### src/hw/rtl/srt_pkg.sv
package srt_pkg;

    typedef enum logic [1:0] {
        MODE_CLEAR  = 2'd0,
        MODE_INSERT = 2'd1,
        MODE_READ   = 2'd2,
        MODE_NOP    = 2'd3
    } t_mode;

    typedef enum logic [1:0] {
        ST_IDLE,
        ST_CALC,
        ST_CMP,
        ST_APPLY
    } t_state;

    typedef struct packed {
        t_mode       mode;
        logic [63:0] range_start;
        logic [63:0] range_length;
        logic [2:0]  protection;
        logic [2:0]  backing_kind;
        logic [63:0] backing_offset;
        logic [3:0]  entry_index;
    } t_in_item;

    typedef struct packed {
        logic        status;
        logic [4:0]  entry_count;
        logic        entry_valid;
        logic [63:0] entry_start;
        logic [63:0] entry_end;
        logic [2:0]  entry_protection;
        logic [2:0]  entry_kind;
        logic [63:0] entry_offset;
    } t_out_item;

    typedef struct packed {
        logic [63:0] start_addr;
        logic [63:0] end_addr;
        logic [2:0]  prot;
        logic [2:0]  kind;
        logic [63:0] offset;
    } t_entry;

    typedef struct packed {
        logic        cmp_en;
        logic        ins_en;
        logic [63:0] start_addr;
        logic [63:0] end_addr;
    } t_cell_ctl;

    typedef struct packed {
        logic less;
        logic overlap;
    } t_cell_flags;

endpackage

### src/hw/rtl/srt_cell.sv
module srt_cell (
    input  logic                i_clk,
    input  srt_pkg::t_cell_ctl  i_ctl,
    input  logic                i_valid,
    input  logic                i_prev_less,
    input  srt_pkg::t_entry     i_prev,
    input  srt_pkg::t_entry     i_new,
    output srt_pkg::t_entry     o_entry,
    output srt_pkg::t_cell_flags o_flags
);
    import srt_pkg::*;

    t_entry      r_entry;
    t_cell_flags r_flags;

    always_ff @(posedge i_clk) begin
        if (i_ctl.cmp_en) begin
            r_flags.less    <= i_valid && (r_entry.start_addr < i_ctl.start_addr);
            r_flags.overlap <= i_valid && (i_ctl.start_addr < r_entry.end_addr)
                               && (r_entry.start_addr < i_ctl.end_addr);
        end
        // entries at or above the insert point take the new range or shift up
        if (i_ctl.ins_en && !r_flags.less) begin
            r_entry <= i_prev_less ? i_new : i_prev;
        end
    end

    assign o_entry = r_entry;
    assign o_flags = r_flags;

endmodule

### config.mk
export PLATFORM = sky130hd
export DESIGN_NAME = srt_cell
export DESIGN_NICKNAME = d
export VERILOG_FILES = /design/src/hw/rtl/srt_pkg.sv /design/src/hw/rtl/srt_cell.sv
export SDC_FILE = /design/constraint.sdc
export NUM_CORES = 1
export LEC_CHECK = 0
export BUFFER_PORTS_ARGS = -buffer_cell sky130_fd_sc_hd__buf_2
export CAP_MARGIN = 40
export CORE_AREA = 2 2 282 284
export CTS_CLUSTER_DIAMETER = 60
export DETAILED_ROUTE_END_ITERATION = 12
export DIE_AREA = 0 0 284 286
export PLACE_DENSITY_LB_ADDON = 0.2
export RECOVER_POWER = 100
export SLEW_MARGIN = 20
export SYNTH_ARGS = -nofsm -noshare
export SYNTH_HDL_FRONTEND = slang
export SYNTH_SLANG_ARGS = --single-unit
### constraint.sdc
create_clock -name i_clk -period 11.85 [get_ports i_clk]
set_input_delay 0.5925 -clock i_clk [delete_from_list [all_inputs] [get_ports i_clk]]
set_output_delay 0.5925 -clock i_clk [all_outputs]
set_load 0.05 [all_outputs]
==> flow_results.org <==
** Layout
- Filler instances :: 8667
- Layout Nets :: 2537
- Layout cell share with drive strength beyond 1 :: 39.0%
- For this run, the share of the core covered by cells in the final layout is 23.4%.
- The area growth from synthesis to layout is 40.8%.
- Area of all placed cells without fillers :: 18300 um^2
- After the flow finishes, the layout carries non-filler instances totaling 2886.

** Place
- After legalization and detailed placement, the total HPWL measured 45.2 mm.
- Placer congestion estimate :: 0.903
- Placed Cells incl. Taps :: 2848
- Cell Area, Placed :: 18000 um^2
- Prior to clock tree synthesis, the placed netlist has a worst setup slack of 8530 ps.
- The count of buffers added on input and output ports is 728.

** Route
- Detailed-route DRC error count :: 0
- The count of nets left with antenna violations once routing finished came out at 0.
- Mean number of vias per cell :: 3.84
- Mean routed wirelength per cell :: 18.3 um
- DR vias :: 11.1k
- Drt initial violations :: 361
- Routed Wire Length :: 52.7 mm
- First-pass iteration count of the detailed router :: 4

** Worst setup path
- Critical path launch point type :: primary input
- Beginning of the critical path :: i_prev_less
- STA puts the critical path data arrival time at 6740 ps.
- Maximum fanout along the worst path :: 66
- Required time at the worst-slack endpoint :: 12080 ps
- Type of element capturing the critical path :: flip-flop
- Critical path type :: in -> reg
- The worst register-to-register path begins at o_flags[1]$_DFFE_PP_.

** Yosys
- Synthesis instantiated 42 different standard cells from the library.
- Among all cell types in the netlist, the one instantiated most often is sky130_fd_sc_hd__edfxtp_1.
- Post-synthesis net count :: 1802
- In the synthesized netlist, the number of instances is 1084.
- Ys Warns :: 0
- By count the netlist is led by sky130_fd_sc_hd__edfxtp_1 (200), sky130_fd_sc_hd__mux2_2 (198), sky130_fd_sc_hd__inv_1 (190).
- Counting flops with an async set or reset pin after synthesis yields a share of 0%.
- After synthesis, the cell types taking the most area are sky130_fd_sc_hd__edfxtp_1 (46%), sky130_fd_sc_hd__ha_1 (18%), sky130_fd_sc_hd__mux2_2 (17%), sky130_fd_sc_hd__inv_1 (5.5%), sky130_fd_sc_hd__a21oi_1 (2.3%).
- Avg Cell Area, Syn :: 12.0 um^2
- Count of flip-flops with a built-in enable after synthesis :: 200
- The biggest area contributor in the post-synthesis netlist is sky130_fd_sc_hd__edfxtp_1.
- Of the synthesized area, sequential elements account for 46.1%.
- Count of state elements after synthesis :: 200
- Synth Cell Area :: 13000 um^2
- The most used flip-flop cell after synthesis is sky130_fd_sc_hd__edfxtp_1.
- Area share of the largest cell type after synthesis :: 46.1%

** Clock network
- Worst skew pair latency :: 500 ps
- Master cell of the clock root buffer :: sky130_fd_sc_hd__clkbuf_16
- Once the clock tree was built, the resizer swapped 0 gates to a different size.
- TritonCTS built the clock tree.
- H-tree level count :: 4
- Clock tree synthesis found a total of 200 sinks.
- After clock tree synthesis, the clock-pin slew on the worst setup and hold paths is 90 ps.
- Number of hold buffers added after cts :: 0
- The number of clock buffers added by TritonCTS is 17.
- Buffers added to address setup during post-CTS repair amount to 0.
- Clock Tree Buf Depth :: 2

** Floorplan
- The die covers 81200 um^2.
- Vertical die dimension :: 286 um
- Standard-cell rows :: 103
- The region available for standard cell placement spans 78400 um^2.
- 729 I/O pins were placed.
- The die is 284 um wide.
- The initial utilization of the core area, before any placement, comes to 16.6%.

** STA
- The smallest clock period supported by the final layout is computed as 6510 ps.
- Setup slack closes at 5340 ps.
- The number of failing hold endpoints at the final stage came to 0.
- Highest Clock Rate :: 154 MHz
- At the pin with the least slew margin, the transition time is 3720 ps.
- For the final database, setup skew stands at 15.4 ps.
- Setup violations remaining at the end of the flow were counted as 0.
- The number of max-slew violations in the final report was 336.
- Setup total negative slack :: 0 ps
- In this run the tightest slew margin relative to its limit is -148%.
- Setup repair after global routing left no endpoint under its margin.
- Share of the clock period used by the worst path :: 55.0%

** Status
- Violated checks :: max-capacitance violations, max-slew violations
- The flow ran to the end, but the final reports show violations.

** Run
- The tool flagged a number of max-cap violations equal to 7.

** Global routing
- The initial antenna violation count came to 8.
- Via count of the first global-routing pass :: 12.1k
- Aggregate global-route resource usage :: 12.8%
- The first global-routing pass estimated 75.7 mm of wire.
- Remaining Overflow, GRT :: 0
- Maximum number of pins on one net before global-route repair :: 74

** Power
- Power per unit of standard cell area :: 110 nW/um^2
- P_leak :: 0.00838 uW
- Largest voltage drop on the vdd net :: 0.0990 mV

** Min path
- Type of the worst min-delay path :: in -> reg
- In this run the most critical hold path is launched from i_prev[40].
-- critical path, cell delays in order --
cell and delay [ps]:
sky130_fd_sc_hd__clkbuf_1 2580, sky130_fd_sc_hd__clkbuf_1 1580, sky130_fd_sc_hd__clkbuf_1 1420, sky130_fd_sc_hd__mux2_1 490
-- path summary, 6_finish.rpt --
check | end | slack [ps] | cells after the start
setup reg to reg | o_entry[137]$_DFFE_PP_ | 5840 | 4
hold / removal | o_entry[40]$_DFFE_PP_ | 380 | 2
setup / recovery | o_entry[140]$_DFFE_PP_ | 5340 | 4
hold reg to reg | o_flags[1]$_DFFE_PP_ | 970 | 3
-- power by group --
group / internal, uW / leakage [uW] / switching [uW] / total [uW]
clock: 286 / 0.000289 / 343 / 630
combinational: 193 / 0.00620 / 334 / 526
sequential: 838 / 0.00189 / 30.8 / 869
total: 1320 / 0.00838 / 708 / 2020
-- state kept, by name, summed over array words and instances, names as in the netlist --
signal / cells
o_entry: 198
o_flags: 2
-- final cells by class --
cell class	instances	area, um^2	share of cell area, %
antenna	5	12.5	0.0682
multi-input combinational	672	6240	34.0
timing repair buffer	738	3460	18.9
inverter	190	713	3.89
clock buffer	17	425	2.32
tap	1050	1310	7.16
clock inverter	14	176	0.962
sequential	200	6010	32.7
-- metal layers --
| layer | track usage, % | routed length [um] | vias up |
|---|---|---|---|
| li1 | - | - | 5451 |
| met1 | 13.6 | 20000 | 5142 |
| met2 | 23.7 | 27600 | 433 |
| met3 | 4.13 | 3870 | 59 |
| met4 | 4.29 | 1160 | 8 |
| met5 | 0 | 52 | - |
-- stage by stage --
stage                     hold WS, ps  total power (uW)
after floorplan                   705              1220
after global placement            858              1420
after detailed placement          846              1430
after CTS                         277              2080
after global routing              332              2130
final                             376              2020
-- layout by cell type (no fill, tap or decap), types with 33 or more instances in the layout --
cell | Yosys | layout
sky130_fd_sc_hd__a21oi_1 | 59 | 59
sky130_fd_sc_hd__mux2_2 | 198 | 153
sky130_fd_sc_hd__edfxtp_1 | 200 | 200
sky130_fd_sc_hd__buf_2 | 0 | 526
sky130_fd_sc_hd__mux2_1 | 0 | 45
sky130_fd_sc_hd__clkbuf_1 | 21 | 210
sky130_fd_sc_hd__ha_1 | 189 | 189
sky130_fd_sc_hd__o21ai_0 | 33 | 33
sky130_fd_sc_hd__inv_1 | 190 | 190
-- kinds of logic after synthesis --
| logic type | share of synthesized area [%] |
|---|---|
| buffers and inverters | 6.11 |
| DFF | 46.1 |
| and+or+nand+nor | 5.04 |
| adders and majority gates | 18.1 |
| muxes | 17.1 |
| AOI/OAI and AO/OA | 7.50 |
No activity file was read; power rests on OpenSTA's default activity.
